==> config.mk <==
export PLATFORM = sky130hd
export DESIGN_NAME = locality_tier_instance_selector
export DESIGN_NICKNAME = d
export VERILOG_FILES = /design/src/rtl/core/ltis_pkg.sv /design/src/rtl/core/locality_tier_instance_selector.sv /design/src/rtl/core/ltis_ctrl.sv /design/src/rtl/core/ltis_dp.sv
export SDC_FILE = /design/constraint.sdc
export NUM_CORES = 2
export LEC_CHECK = 0
export BUFFER_PORTS_ARGS = -buffer_cell sky130_fd_sc_hd__buf_4
export CAP_MARGIN = 20
export CORE_MARGIN = 2
export CORE_UTILIZATION = 60
export DETAILED_ROUTE_END_ITERATION = 8
export PLACE_DENSITY = 0.77
export SETUP_SLACK_MARGIN = 0.1
export SLEW_MARGIN = 10
export SYNTH_ARGS = -nofsm -noshare
export SYNTH_HDL_FRONTEND = slang
export SYNTH_SLANG_ARGS = --single-unit
export TNS_END_PERCENT = 10
==> constraint.sdc <==
create_clock -name aclk -period 12.9 [get_ports aclk]
set_input_delay 1.29 -clock aclk [delete_from_list [all_inputs] [get_ports aclk]]
set_output_delay 1.29 -clock aclk [all_outputs]
set_load 0.01 [all_outputs]
==> src/rtl/core/ltis_pkg.sv <==
// ----------------------------------------------------------------------------
// Locality tier instance selector package
// Shared constants, register indexes and the controller/datapath interface.
// ----------------------------------------------------------------------------
package ltis_pkg;

    localparam int MAX_INSTANCES_DEF = 64;
    localparam int PCT_SCALE         = 100;
    localparam int ID_W              = 16;
    localparam int PCT_W             = 7;
    localparam int CFG_IDX_W         = 3;
    localparam int CFG_DATA_W        = 16;
    localparam int ENTRY_W           = ID_W + 3;

    localparam logic [CFG_IDX_W-1:0] CFG_MATCH_LEVEL   = 3'd0;
    localparam logic [CFG_IDX_W-1:0] CFG_MAX_MATCH     = 3'd1;
    localparam logic [CFG_IDX_W-1:0] CFG_DEGRADE_EN    = 3'd2;
    localparam logic [CFG_IDX_W-1:0] CFG_UNHEALTHY_PCT = 3'd3;
    localparam logic [CFG_IDX_W-1:0] CFG_RECOVER_EN    = 3'd4;
    localparam logic [CFG_IDX_W-1:0] CFG_CLIENT_REGION = 3'd5;
    localparam logic [CFG_IDX_W-1:0] CFG_CLIENT_ZONE   = 3'd6;
    localparam logic [CFG_IDX_W-1:0] CFG_CLIENT_CAMPUS = 3'd7;

    typedef enum logic [3:0] {
        CMD_IDLE,
        CMD_LOAD,
        CMD_FALL,
        CMD_DECIDE,
        CMD_WIDEN,
        CMD_PLAIN,
        CMD_READ,
        CMD_CHECK,
        CMD_FINISH
    } cmd_t;

    typedef struct packed {
        logic total_zero;
        logic degrade_hit;
        logic ml_is_low;
        logic widen_ok;
        logic wlv_is_low;
        logic plain_scan;
        logic chk_stall;
        logic scan_done;
        logic out_free;
    } sts_t;

endpackage

==> src/rtl/core/locality_tier_instance_selector.sv <==
// ----------------------------------------------------------------------------
// Locality tier instance selector
// Loads a set of instances, picks a locality tier and emits the chosen ids.
// ----------------------------------------------------------------------------
// Instances are loaded at one transfer per cycle. The transfer marked set_last
// starts a selection: a tier decision (one widening step per cycle), then,
// unless the chosen tier is empty or holds nothing to emit, a scan of the
// single-port instance store that reads and then checks each stored entry for
// every tier emitted (one to four tiers), then the closing result. No new item
// is taken during a selection. Results leave through an output register, so
// the scan pauses only while that register is full and not taken.
module locality_tier_instance_selector import ltis_pkg::*; #(
    parameter int MAX_INSTANCES = MAX_INSTANCES_DEF
) (
    input  logic                  aclk,
    input  logic                  aresetn,
    input  logic                  cfg_we,
    input  logic [CFG_IDX_W-1:0]  cfg_idx,
    input  logic [CFG_DATA_W-1:0] cfg_data,
    input  logic                  s_valid,
    output logic                  s_ready,
    input  logic [ID_W-1:0]       s_instance_id,
    input  logic                  s_instance_present,
    input  logic [ID_W-1:0]       s_region_id,
    input  logic [ID_W-1:0]       s_zone_id,
    input  logic [ID_W-1:0]       s_campus_id,
    input  logic                  s_healthy,
    input  logic                  s_nearby_enable,
    input  logic                  s_set_last,
    output logic                  m_valid,
    input  logic                  m_ready,
    output logic [ID_W-1:0]       m_selected_id,
    output logic                  m_has_instance,
    output logic [1:0]            m_chosen_level,
    output logic                  m_recovered,
    output logic                  m_overflow,
    output logic                  m_run_last
);

    cmd_t cmd;
    sts_t sts;

    ltis_ctrl u_ctrl (
        .aclk       (aclk),
        .aresetn    (aresetn),
        .s_valid    (s_valid),
        .s_set_last (s_set_last),
        .s_ready    (s_ready),
        .sts        (sts),
        .cmd        (cmd)
    );

    ltis_dp #(
        .MAX_INSTANCES (MAX_INSTANCES)
    ) u_dp (
        .aclk               (aclk),
        .aresetn            (aresetn),
        .cfg_we             (cfg_we),
        .cfg_idx            (cfg_idx),
        .cfg_data           (cfg_data),
        .cmd                (cmd),
        .sts                (sts),
        .s_instance_id      (s_instance_id),
        .s_instance_present (s_instance_present),
        .s_region_id        (s_region_id),
        .s_zone_id          (s_zone_id),
        .s_campus_id        (s_campus_id),
        .s_healthy          (s_healthy),
        .s_nearby_enable    (s_nearby_enable),
        .m_valid            (m_valid),
        .m_ready            (m_ready),
        .m_selected_id      (m_selected_id),
        .m_has_instance     (m_has_instance),
        .m_chosen_level     (m_chosen_level),
        .m_recovered        (m_recovered),
        .m_overflow         (m_overflow),
        .m_run_last         (m_run_last)
    );

endmodule

==> src/rtl/core/ltis_ctrl.sv <==
// ----------------------------------------------------------------------------
// Locality tier selector controller
// Sequences loading, tier decision, store scan and the closing result.
// ----------------------------------------------------------------------------
module ltis_ctrl import ltis_pkg::*; (
    input  logic aclk,
    input  logic aresetn,
    input  logic s_valid,
    input  logic s_set_last,
    output logic s_ready,
    input  sts_t sts,
    output cmd_t cmd
);

    typedef enum logic [2:0] {
        ST_LOAD,
        ST_FALL,
        ST_DECIDE,
        ST_WIDEN,
        ST_PLAIN,
        ST_READ,
        ST_CHECK,
        ST_FINISH
    } state_t;

    state_t state_reg, state_next;
    logic   s_ready_reg;

    assign s_ready = s_ready_reg;

    always_comb begin
        state_next = state_reg;
        cmd        = CMD_IDLE;
        unique case (state_reg)
            ST_LOAD: begin
                if (s_valid && s_ready_reg) begin
                    cmd = CMD_LOAD;
                    if (s_set_last) begin
                        state_next = ST_FALL;
                    end
                end
            end
            ST_FALL: begin
                cmd        = CMD_FALL;
                state_next = ST_DECIDE;
            end
            ST_DECIDE: begin
                cmd = CMD_DECIDE;
                if (sts.total_zero) begin
                    state_next = ST_FINISH;
                end else if (sts.degrade_hit && !sts.ml_is_low) begin
                    state_next = ST_WIDEN;
                end else begin
                    state_next = ST_PLAIN;
                end
            end
            ST_WIDEN: begin
                cmd = CMD_WIDEN;
                if (sts.widen_ok) begin
                    state_next = ST_READ;
                end else if (sts.wlv_is_low) begin
                    state_next = ST_PLAIN;
                end
            end
            ST_PLAIN: begin
                cmd        = CMD_PLAIN;
                state_next = sts.plain_scan ? ST_READ : ST_FINISH;
            end
            ST_READ: begin
                cmd        = CMD_READ;
                state_next = ST_CHECK;
            end
            ST_CHECK: begin
                if (!sts.chk_stall) begin
                    cmd        = CMD_CHECK;
                    state_next = sts.scan_done ? ST_FINISH : ST_READ;
                end
            end
            ST_FINISH: begin
                if (sts.out_free) begin
                    cmd        = CMD_FINISH;
                    state_next = ST_LOAD;
                end
            end
            default: state_next = ST_LOAD;
        endcase
    end

    always_ff @(posedge aclk) begin
        if (!aresetn) begin
            state_reg   <= ST_LOAD;
            s_ready_reg <= 1'b0;
        end else begin
            state_reg   <= state_next;
            s_ready_reg <= (state_next == ST_LOAD);
        end
    end

endmodule

==> src/rtl/core/ltis_dp.sv <==
// ----------------------------------------------------------------------------
// Locality tier selector datapath
// Configuration, instance store, tier counters, decision arithmetic and the
// output register.
// ----------------------------------------------------------------------------
module ltis_dp import ltis_pkg::*; #(
    parameter int MAX_INSTANCES = MAX_INSTANCES_DEF
) (
    input  logic                  aclk,
    input  logic                  aresetn,
    input  logic                  cfg_we,
    input  logic [CFG_IDX_W-1:0]  cfg_idx,
    input  logic [CFG_DATA_W-1:0] cfg_data,
    input  cmd_t                  cmd,
    output sts_t                  sts,
    input  logic [ID_W-1:0]       s_instance_id,
    input  logic                  s_instance_present,
    input  logic [ID_W-1:0]       s_region_id,
    input  logic [ID_W-1:0]       s_zone_id,
    input  logic [ID_W-1:0]       s_campus_id,
    input  logic                  s_healthy,
    input  logic                  s_nearby_enable,
    output logic                  m_valid,
    input  logic                  m_ready,
    output logic [ID_W-1:0]       m_selected_id,
    output logic                  m_has_instance,
    output logic [1:0]            m_chosen_level,
    output logic                  m_recovered,
    output logic                  m_overflow,
    output logic                  m_run_last
);

    localparam int AW = (MAX_INSTANCES > 1) ? $clog2(MAX_INSTANCES) : 1;
    localparam int CW = $clog2(MAX_INSTANCES + 1);
    localparam int PW = CW + PCT_W;

    // Configuration registers.
    logic [1:0]       match_level_reg, max_match_reg;
    logic             degrade_en_reg, recover_en_reg;
    logic [PCT_W-1:0] pct_reg;
    logic [ID_W-1:0]  client_region_reg, client_zone_reg, client_campus_reg;

    // Set state.
    logic [ENTRY_W-1:0] store_mem [MAX_INSTANCES];
    logic [ENTRY_W-1:0] rd_data_reg;
    logic [CW-1:0]      count_reg;
    logic [CW-1:0]      tot_reg [4];
    logic [CW-1:0]      unh_reg [4];
    logic               ovf_reg;

    // Selection state.
    logic [1:0]    sel_ml_reg, wlv_reg, cur_tier_reg, end_tier_reg;
    logic          sel_rec_reg, want_h_reg;
    logic [CW-1:0] acc_t_reg, acc_u_reg;
    logic [AW-1:0] idx_reg;
    logic          pend_valid_reg;
    logic [ID_W-1:0] pend_id_reg;

    // Output register.
    logic            m_valid_reg, m_has_reg, m_rec_reg, m_ovf_reg, m_last_reg;
    logic [ID_W-1:0] m_id_reg;
    logic [1:0]      m_lvl_reg;

    logic [1:0]    load_tier, low_lvl, ml_fb;
    logic [CW-1:0] sum_t, sum_u;
    logic [PW-1:0] dec_u_prod, dec_t_prod, wid_u_prod, wid_t_prod;
    logic          out_free, match, idx_last, healthy_avail, push_chk;

    assign low_lvl = (max_match_reg < match_level_reg) ? max_match_reg : match_level_reg;

    always_comb begin
        load_tier = 2'd0;
        if (!s_nearby_enable) begin
            load_tier = match_level_reg;
        end else if (match_level_reg >= 2'd1 && s_region_id == client_region_reg) begin
            load_tier = 2'd1;
            if (match_level_reg >= 2'd2 && s_zone_id == client_zone_reg) begin
                load_tier = 2'd2;
                if (match_level_reg == 2'd3 && s_campus_id == client_campus_reg) begin
                    load_tier = 2'd3;
                end
            end
        end
    end

    // Fall back from the match level past empty tiers, no lower than low_lvl.
    always_comb begin
        ml_fb = match_level_reg;
        for (int k = 0; k < 3; k++) begin
            if (tot_reg[ml_fb] == '0 && ml_fb > low_lvl) begin
                ml_fb = ml_fb - 2'd1;
            end
        end
    end

    assign dec_u_prod = PW'(acc_u_reg) * PW'(PCT_SCALE);
    assign dec_t_prod = PW'(acc_t_reg) * PW'(pct_reg);
    assign sum_t      = acc_t_reg + tot_reg[wlv_reg];
    assign sum_u      = acc_u_reg + unh_reg[wlv_reg];
    assign wid_u_prod = PW'(sum_u) * PW'(PCT_SCALE);
    assign wid_t_prod = PW'(sum_t) * PW'(pct_reg);

    assign healthy_avail = tot_reg[sel_ml_reg] > unh_reg[sel_ml_reg];
    assign out_free      = !m_valid_reg || m_ready;
    assign match         = (rd_data_reg[ID_W +: 2] == cur_tier_reg)
                           && (rd_data_reg[ENTRY_W-1] == want_h_reg);
    assign idx_last      = (CW'(idx_reg) == count_reg - CW'(1));
    assign push_chk      = (cmd == CMD_CHECK) && match && pend_valid_reg;

    always_comb begin
        sts.total_zero  = (acc_t_reg == '0);
        sts.degrade_hit = degrade_en_reg && (dec_u_prod >= dec_t_prod);
        sts.ml_is_low   = (sel_ml_reg == low_lvl);
        sts.widen_ok    = (wid_u_prod < wid_t_prod);
        sts.wlv_is_low  = (wlv_reg == low_lvl);
        sts.plain_scan  = healthy_avail || recover_en_reg;
        sts.chk_stall   = match && pend_valid_reg && !out_free;
        sts.scan_done   = idx_last && (cur_tier_reg == end_tier_reg);
        sts.out_free    = out_free;
    end

    // Store writes and reads.
    always_ff @(posedge aclk) begin
        if (cmd == CMD_LOAD && s_instance_present && count_reg < CW'(MAX_INSTANCES)) begin
            store_mem[count_reg[AW-1:0]] <= {s_healthy, load_tier, s_instance_id};
        end
        if (cmd == CMD_READ) begin
            rd_data_reg <= store_mem[idx_reg];
        end
    end

    // Payload registers of the selection.
    always_ff @(posedge aclk) begin
        unique case (cmd)
            CMD_FALL: begin
                sel_ml_reg  <= ml_fb;
                acc_t_reg   <= tot_reg[ml_fb];
                acc_u_reg   <= unh_reg[ml_fb];
                sel_rec_reg <= 1'b0;
            end
            CMD_DECIDE: begin
                wlv_reg <= sel_ml_reg - 2'd1;
            end
            CMD_WIDEN: begin
                acc_t_reg <= sum_t;
                acc_u_reg <= sum_u;
                wlv_reg   <= wlv_reg - 2'd1;
                if (wid_u_prod < wid_t_prod) begin
                    cur_tier_reg <= sel_ml_reg;
                    end_tier_reg <= wlv_reg;
                    want_h_reg   <= 1'b1;
                    sel_rec_reg  <= 1'b1;
                    idx_reg      <= '0;
                end
            end
            CMD_PLAIN: begin
                cur_tier_reg <= sel_ml_reg;
                end_tier_reg <= sel_ml_reg;
                idx_reg      <= '0;
                want_h_reg   <= healthy_avail;
                sel_rec_reg  <= healthy_avail ? (sel_ml_reg != match_level_reg)
                              : (recover_en_reg || (sel_ml_reg != match_level_reg));
            end
            CMD_CHECK: begin
                if (match) begin
                    pend_id_reg <= rd_data_reg[ID_W-1:0];
                end
                if (idx_last) begin
                    idx_reg      <= '0;
                    cur_tier_reg <= cur_tier_reg - 2'd1;
                end else begin
                    idx_reg <= idx_reg + AW'(1);
                end
            end
            default: ;
        endcase
        if (push_chk || cmd == CMD_FINISH) begin
            m_id_reg  <= (cmd == CMD_FINISH && !pend_valid_reg) ? '0 : pend_id_reg;
            m_has_reg <= pend_valid_reg;
            m_lvl_reg <= sel_ml_reg;
            m_rec_reg <= sel_rec_reg;
            m_ovf_reg <= ovf_reg;
            m_last_reg <= (cmd == CMD_FINISH);
        end
    end

    // Control state: configuration, counters and valid flags.
    always_ff @(posedge aclk) begin
        if (!aresetn) begin
            match_level_reg   <= 2'd2;
            max_match_reg     <= 2'd0;
            degrade_en_reg    <= 1'b1;
            pct_reg           <= PCT_W'(PCT_SCALE);
            recover_en_reg    <= 1'b1;
            client_region_reg <= '0;
            client_zone_reg   <= '0;
            client_campus_reg <= '0;
            count_reg         <= '0;
            ovf_reg           <= 1'b0;
            pend_valid_reg    <= 1'b0;
            m_valid_reg       <= 1'b0;
            for (int t = 0; t < 4; t++) begin
                tot_reg[t] <= '0;
                unh_reg[t] <= '0;
            end
        end else begin
            if (cfg_we) begin
                unique case (cfg_idx)
                    CFG_MATCH_LEVEL:   match_level_reg   <= cfg_data[1:0];
                    CFG_MAX_MATCH:     max_match_reg     <= cfg_data[1:0];
                    CFG_DEGRADE_EN:    degrade_en_reg    <= cfg_data[0];
                    CFG_UNHEALTHY_PCT: pct_reg           <= cfg_data[PCT_W-1:0];
                    CFG_RECOVER_EN:    recover_en_reg    <= cfg_data[0];
                    CFG_CLIENT_REGION: client_region_reg <= cfg_data;
                    CFG_CLIENT_ZONE:   client_zone_reg   <= cfg_data;
                    CFG_CLIENT_CAMPUS: client_campus_reg <= cfg_data;
                    default: ;
                endcase
            end

            if (cmd == CMD_LOAD && s_instance_present) begin
                if (count_reg < CW'(MAX_INSTANCES)) begin
                    count_reg          <= count_reg + CW'(1);
                    tot_reg[load_tier] <= tot_reg[load_tier] + CW'(1);
                    if (!s_healthy) begin
                        unh_reg[load_tier] <= unh_reg[load_tier] + CW'(1);
                    end
                end else begin
                    ovf_reg <= 1'b1;
                end
            end

            if (cmd == CMD_CHECK && match) begin
                pend_valid_reg <= 1'b1;
            end

            if (push_chk || cmd == CMD_FINISH) begin
                m_valid_reg <= 1'b1;
            end else if (m_ready) begin
                m_valid_reg <= 1'b0;
            end

            // The set is cleared once its closing result is loaded.
            if (cmd == CMD_FINISH) begin
                count_reg      <= '0;
                ovf_reg        <= 1'b0;
                pend_valid_reg <= 1'b0;
                for (int t = 0; t < 4; t++) begin
                    tot_reg[t] <= '0;
                    unh_reg[t] <= '0;
                end
            end
        end
    end

    assign m_valid        = m_valid_reg;
    assign m_selected_id  = m_id_reg;
    assign m_has_instance = m_has_reg;
    assign m_chosen_level = m_lvl_reg;
    assign m_recovered    = m_rec_reg;
    assign m_overflow     = m_ovf_reg;
    assign m_run_last     = m_last_reg;

endmodule

# ---- Word level (Yosys, flattened, before mapping)
# Memories as Yosys holds them, arrays and structs flattened. A register that Yosys moved wholly into a read port is not among the register bits.
# Cells that the tools add are included.
dict set report word_totals {
  ff_bits 143
  latchBits 0
  mem_bits_rw 1272
  rom_bits 0
  in_bits 92
  out_inout_bits 24
  word_cells 237
  memories 3
}
dict set report op_classes {
  addsub 13
  n_mul 4
  n_div 0
  magnitude_cmp 10
  eq_ne 35
  n_shift 0
  mux 75
  n_bitwise 10
  reduce_logical 57
}
# name words width read_ports rd_ports_with_merged_regs write_ports line
set memory_table {}
lappend memory_table {u_dp.store_mem 64 19 1 1 1 ltis_dp.sv:44} ;# logic [ENTRY_W-1:0] store_mem [MAX_INSTANCES];
lappend memory_table {u_dp.tot_reg 4 7 7 3 4 ltis_dp.sv:47} ;# logic [CW-1:0] tot_reg [4];
lappend memory_table {u_dp.unh_reg 4 7 4 2 4 ltis_dp.sv:48} ;# logic [CW-1:0] unh_reg [4];
# op n
set ops {}
lappend ops {{2-to-1 mux 7 bit} 10}
lappend ops {{equality test 16 bit} 3}
lappend ops {{2-to-1 mux 2 bit} 20}
lappend ops {{case mux 4 bit (8 select lines)} 1}
lappend ops {{zero test 7 bit} 4}
lappend ops {{multiplier 7 x 7 -> 14 bit} 2}
lappend ops {{case mux 7 bit (2 select lines)} 2}
lappend ops {{AND reduction 2 bit} 14}
lappend ops {{2-to-1 mux 3 bit} 9}
lappend ops {{equality test 3 bit, second input constant} 8}
lappend ops {{multiplier 7 x 5 -> 12 bit, second input constant} 2}
lappend ops {{case mux 3 bit (8 select lines)} 1}
lappend ops {{2-to-1 mux 1 bit} 23}
lappend ops {{adder 7 x 1 -> 7 bit, second input constant} 3}
lappend ops {{logical AND 1 bit} 18}
lappend ops {{case mux 6 bit (3 select lines)} 1}
lappend ops {{equality test 4 x 3 -> 1 bit, second input constant} 4}
lappend ops {{adder 7 bit} 2}
lappend ops {{>= comparator 14 bit} 1}
lappend ops {{< comparator 14 bit} 1}
lappend ops {{OR reduction 7 bit} 2}
lappend ops {{equality test 3 x 2 -> 1 bit, second input constant} 4}
lappend ops {{2-to-1 mux 6 bit} 2}
lappend ops {{subtractor 2 x 1 -> 2 bit, second input constant} 6}
lappend ops {{other kinds (33)} 61}

# ---- Logic depth before layout (Yosys ltp)
# An unclocked memory read counts as a cell.
dict set report logic_depth {
  ltp_word 15
  ltp_mapped 34
  ltp_nobuf 33
}

# ---- Hierarchy
# From an unflattened synthesis, not the netlist that was laid out.
dict set report unflattened {
  hier_cells 3485
  hier_area_um2 63119.3
}
# module n_inst cells_each area_each_um2 seq_area_each_um2
set by_module_without_submodules {}
lappend by_module_without_submodules {ltis_dp 1 3439 62769.0 42350.6}
lappend by_module_without_submodules {ltis_ctrl 1 46 350.3 80.1}

# ---- Least setup slack after synthesis
# Ideal clock, no wire load.
dict set report synth_path {
  path_type {register to register}
  from {register with a tool-made name}
  to {register u_ctrl.s_ready_reg (netlist: u_ctrl.s_ready)}
  setup_ns 0.096
  t_arrival_ns 7.928
  slack_ns 4.876
  stages_incl_launch_ff 34
  n_path_buf 2
  synth_period_minus_slack_ns 8.024
  cell_sequence {dfxtp_1 -> clkbuf_1 -> clkbuf_1 -> mux4_2 -> ha_1 -> a21oi_1 -> o21bai_1 -> a21oi_1 -> xnor2_1 -> and2_1 -> fa_1 -> inv_1 -> fa_1 -> inv_1 -> fa_1 -> inv_1 -> fa_1 -> inv_1 -> ha_1 -> a21boi_0 -> o21ai_0 -> a21boi_0 -> o21a_1 -> o21ai_0 -> a21oi_1 -> a2111oi_0 -> ha_1 -> a21o_1 -> a21oi_1 -> nand2_1 -> a31o_2 -> and2_1 -> a211o_1 -> nor4b_1}
}
# element line
set synth_rtl {}
lappend synth_rtl {{end signal: assignment} ltis_ctrl.sv:95} ;# s_ready_reg <= (state_next == ST_LOAD);
lappend synth_rtl {{end: declaration} ltis_ctrl.sv:27} ;# logic s_ready_reg;

==> report_table.html <==
<table>
<tr><th>Metric</th><th>Value</th></tr>
<tr><th colspan="2">Outcome</th></tr>
<tr><td>Result of the run</td><td>finished, final reports clean</td></tr>
<tr><th colspan="2">Logic synthesis</th></tr>
<tr><td>Synthesis-stage register bit count</td><td>1440</td></tr>
<tr><td>Primary FF master, synth</td><td>sky130_fd_sc_hd__edfxtp_1</td></tr>
<tr><td>Cell Area, Synth</td><td>63200 sq um</td></tr>
<tr><td>Synth warn</td><td>0</td></tr>
<tr><td>EDFF count, synth</td><td>1359</td></tr>
<tr><td>Fraction of registers with async set or reset after synthesis</td><td>0%</td></tr>
<tr><td>Net count after synthesis</td><td>3854</td></tr>
<tr><td>Library cells used by synthesis</td><td>75</td></tr>
<tr><td>Mean instance size in the synthesized netlist</td><td>17.9 sq um</td></tr>
<tr><td>Mapped Cells</td><td>3534</td></tr>
<tr><td>Share of the yosys chip area belonging to registers</td><td>67.1%</td></tr>
<tr><th colspan="2">Clock network</th></tr>
<tr><td>Cts repair resizes</td><td>0</td></tr>
<tr><td>Clock-pin transition on the worst setup and hold timing paths</td><td>60 ps</td></tr>
<tr><td>Total CTS buffers</td><td>142</td></tr>
<tr><td>Number of sinks driven by the clock tree</td><td>1440</td></tr>
<tr><td>Max Root-Sink Buffers</td><td>3</td></tr>
<tr><td>TritonCTS clock tree</td><td>built</td></tr>
<tr><td>Count of H-tree levels built during CTS</td><td>4</td></tr>
<tr><td>Clock Latency Late Sink</td><td>770 ps</td></tr>
<tr><td>Hold buffers post-CTS</td><td>0</td></tr>
<tr><td>Buffer count from post-CTS setup fixing</td><td>0</td></tr>
<tr><td>Clock root buffer</td><td>sky130_fd_sc_hd__clkbuf_16</td></tr>
<tr><th colspan="2">Global routing</th></tr>
<tr><td>First-pass GRT wire length</td><td>229 mm</td></tr>
<tr><td>GRT Total Usage</td><td>29.4%</td></tr>
<tr><td>Via count of the first global-routing pass</td><td>34981</td></tr>
<tr><td>Residual overflow from global routing</td><td>0</td></tr>
<tr><td>Pin count of the biggest net entering global routing</td><td>95</td></tr>
<tr><td>Antenna violations before repair</td><td>9</td></tr>
<tr><th colspan="2">Placed design</th></tr>
<tr><td>Last weighted congestion value of the routability-driven placer</td><td>0.886</td></tr>
<tr><td>Number of input and output port buffers inserted</td><td>115</td></tr>
<tr><td>HPWL after detailed placement</td><td>89.8 mm</td></tr>
<tr><th colspan="2">Setup path</th></tr>
<tr><td>Endpoint required time on the critical path</td><td>13310 ps</td></tr>
<tr><td>Critical path buffer and inverter count</td><td>4</td></tr>
<tr><td>Startpoint-to-endpoint class of the critical path</td><td>flip-flop to flip-flop</td></tr>
<tr><td>Standard cell with the maximum stage delay on the critical path</td><td>sky130_fd_sc_hd__dfxtp_1</td></tr>
<tr><td>Register-to-register path setup slack</td><td>3930 ps</td></tr>
<tr><td>Arrival time worst endpoint</td><td>9380 ps</td></tr>
<tr><td>Maximum net fanout on the critical path</td><td>14</td></tr>
<tr><td>CP endpoint kind</td><td>flip-flop</td></tr>
<tr><td>Kind of start point of the critical path</td><td>flip-flop</td></tr>
<tr><td>Gate family responsible for the most delay along the worst path</td><td>compound AO/OA/AOI/OAI gates</td></tr>
<tr><td>Largest stage delay, worst path</td><td>940 ps</td></tr>
<tr><th colspan="2">Floorplanning</th></tr>
<tr><td>Number of ports placed on the die boundary</td><td>116</td></tr>
<tr><td>Initial cell density of the core</td><td>60.3%</td></tr>
<tr><td>Floorplan core area</td><td>105000 sq um</td></tr>
<tr><td>Die area</td><td>108000 sq um</td></tr>
<tr><td>Horizontal die dimension</td><td>329 um</td></tr>
<tr><td>Cell row count</td><td>119</td></tr>
<tr><td>Die height</td><td>329 um</td></tr>
<tr><th colspan="2">Pwr</th></tr>
<tr><td>Power per standard cell area</td><td>162 nW/um^2</td></tr>
<tr><td>Peak ir drop on the vdd network</td><td>431 uV</td></tr>
<tr><td>Leakage component of the power</td><td>0.0235 uW</td></tr>
<tr><td>Design Power</td><td>11400 uW</td></tr>
<tr><th colspan="2">Timing</th></tr>
<tr><td>Number of slew-limit violations in the final report</td><td>0</td></tr>
<tr><td>Post-Route Hold Slack</td><td>418 ps</td></tr>
<tr><td>Maximum clock skew at final layout</td><td>40.8 ps</td></tr>
<tr><td>Final Cycle Share</td><td>69.6%</td></tr>
<tr><td>Final Setup Violations</td><td>0</td></tr>
<tr><td>Tmin final</td><td>8970 ps</td></tr>
<tr><td>Final hold violation count</td><td>0</td></tr>
<tr><td>Relative slew slack</td><td>17.3%</td></tr>
<tr><td>Final-layout setup total negative slack</td><td>0 ps</td></tr>
<tr><td>Top achievable clock speed</td><td>0.111 GHz</td></tr>
<tr><td>Worst Tran Pin Value</td><td>1240 ps</td></tr>
<tr><td>Setup repair after global routing missed its margin</td><td>false</td></tr>
<tr><th colspan="2">Route</th></tr>
<tr><td>First DRT Iteration DRCs</td><td>4067</td></tr>
<tr><td>DRC errors left</td><td>0</td></tr>
<tr><td>Via density</td><td>6.55</td></tr>
<tr><td>Detailed Route WL</td><td>156 mm</td></tr>
<tr><td>Routed wire per std cell</td><td>30.0 um</td></tr>
<tr><td>First-pass DRT Iterations</td><td>5</td></tr>
<tr><td>Overall via count from detail_route</td><td>34086</td></tr>
<tr><td>Count of antenna-violating nets left after detailed routing</td><td>0</td></tr>
<tr><th colspan="2">Cells and area</th></tr>
<tr><td>Area delta synth-&gt;final</td><td>11.6%</td></tr>
<tr><td>Share of final-layout standard cells stronger than drive strength 1</td><td>24.1%</td></tr>
<tr><td>Sequential Area</td><td>42400 sq um</td></tr>
<tr><td>Number of flip-flops in the largest register</td><td>1216</td></tr>
<tr><td>Total of fill cells in the finished design</td><td>6590</td></tr>
<tr><td>Multi-input gate area</td><td>19900 sq um</td></tr>
<tr><td>Net count reported at finish</td><td>4027</td></tr>
<tr><th colspan="2">Worst hold path</th></tr>
<tr><td>Startpoint of the most critical hold path</td><td>u_dp.rd_data_reg[15]</td></tr>
<tr><td>Worst hold-check path type</td><td>flip-flop to flip-flop</td></tr>
<tr><th colspan="2">Run</th></tr>
<tr><td>Count of max-cap constraint violations</td><td>0</td></tr>
</table>
[layout make-up]
class,instances,area share [%]
Sequential cell,1440,60.2
Multi-Input combinational cell,1789,28.2
Clock buffer,181,5.55
Tap cell,1391,2.47
Timing Repair Buffer,194,2.13
Clock inverter,70,0.772
Inverter,140,0.745
Antenna cell,1,0.00355
[final timing paths]
path         cells past startpoint                   end
min reg2reg                      0  u_dp.pend_id_reg[15]
min                              0  u_dp.pend_id_reg[15]
max                             32  u_dp.cur_tier_reg[1]
max reg2reg                     32  u_dp.cur_tier_reg[1]
[synthesized netlist by cell type, drive strengths merged, types with 18 or more instances]
library cell  count  share of area (%)
nor2b            28               0.28
nand4            19               0.19
edfxtp         1359                 65
xor2             58               0.80
clkbuf          119               0.71
nand3            38               0.31
buf              46               0.32
mux4            429                 15
inv             138               0.82
dfxtp            81                2.6
and2             67               0.67
a21oi           139                1.1
mux2i            45               0.71
o21ai            40               0.32
nand2           216                1.3
nor2            174                1.0
a21o             18               0.22
fa               54                1.7
a211oi           21               0.26
xnor2            68               0.94
ha              174                3.4
[cells by family (layout without fill, tap and decap cells)]
kind of cell / after synthesis / after routing / share of synthesized area [%]
flip-flops: 1440 / 1440 / 67.1
AND/OR/NAND/NOR: 640 / 640 / 4.79
multiplexers: 483 / 483 / 16.2
AO/OA/AOI/OAI: 312 / 312 / 3.16
buffers and inverters: 305 / 585 / 1.86
adder cells (fa/ha/maj): 228 / 228 / 5.15
XOR/XNOR: 126 / 126 / 1.75
other: 0 / 1 / 0
[power by group]
part | switching (uW) | internal [uW] | total, uW
Sequential | 56.9 | 5150 | 5200
Clock | 1730 | 2280 | 4010
Combinational | 1220 | 965 | 2180
[cells in the final DEF (no fill, tap or decap), types with 39 or more instances in the layout]
cell                        count
sky130_fd_sc_hd__o21ai_0       39
sky130_fd_sc_hd__a21oi_1      139
sky130_fd_sc_hd__mux2i_1       45
sky130_fd_sc_hd__buf_4        191
sky130_fd_sc_hd__ha_1         174
sky130_fd_sc_hd__nor2_2        49
sky130_fd_sc_hd__xnor2_1       68
sky130_fd_sc_hd__clkbuf_16    151
sky130_fd_sc_hd__nand2_1      216
sky130_fd_sc_hd__mux4_2       427
sky130_fd_sc_hd__dfxtp_1       81
sky130_fd_sc_hd__edfxtp_1    1359
sky130_fd_sc_hd__fa_1          54
sky130_fd_sc_hd__and2_1        66
sky130_fd_sc_hd__inv_1        137
sky130_fd_sc_hd__nor2_1       109
sky130_fd_sc_hd__xor2_1        58
[layer usage]
metal / GRT usage, % / up-vias / part of all wire, %
met5: 0 / - / 0.054
li1: - / 14322 / -
met1: 38.3 / 17525 / 36
met4: 11.0 / 14 / 3.6
met3: 5.61 / 318 / 8.8
met2: 49.9 / 1907 / 51
[per-stage QoR]
| stage | setup WS [ps] | cell area (sq um) | cells | util (%) |
|---|---|---|---|---|
| floorplan | 4880 | 63200 | 3534 | - |
| detailed placement | 4050 | 66000 | 4952 | 63.0 |
| finish | 3930 | 70500 | 5206 | 67.3 |
| global route | 3310 | 70500 | 5205 | 67.3 |
| global placement | 4190 | 66000 | 4952 | 63.0 |
| CTS | 3980 | 70500 | 5203 | 67.2 |
No activity file was read; power rests on OpenSTA's default activity.
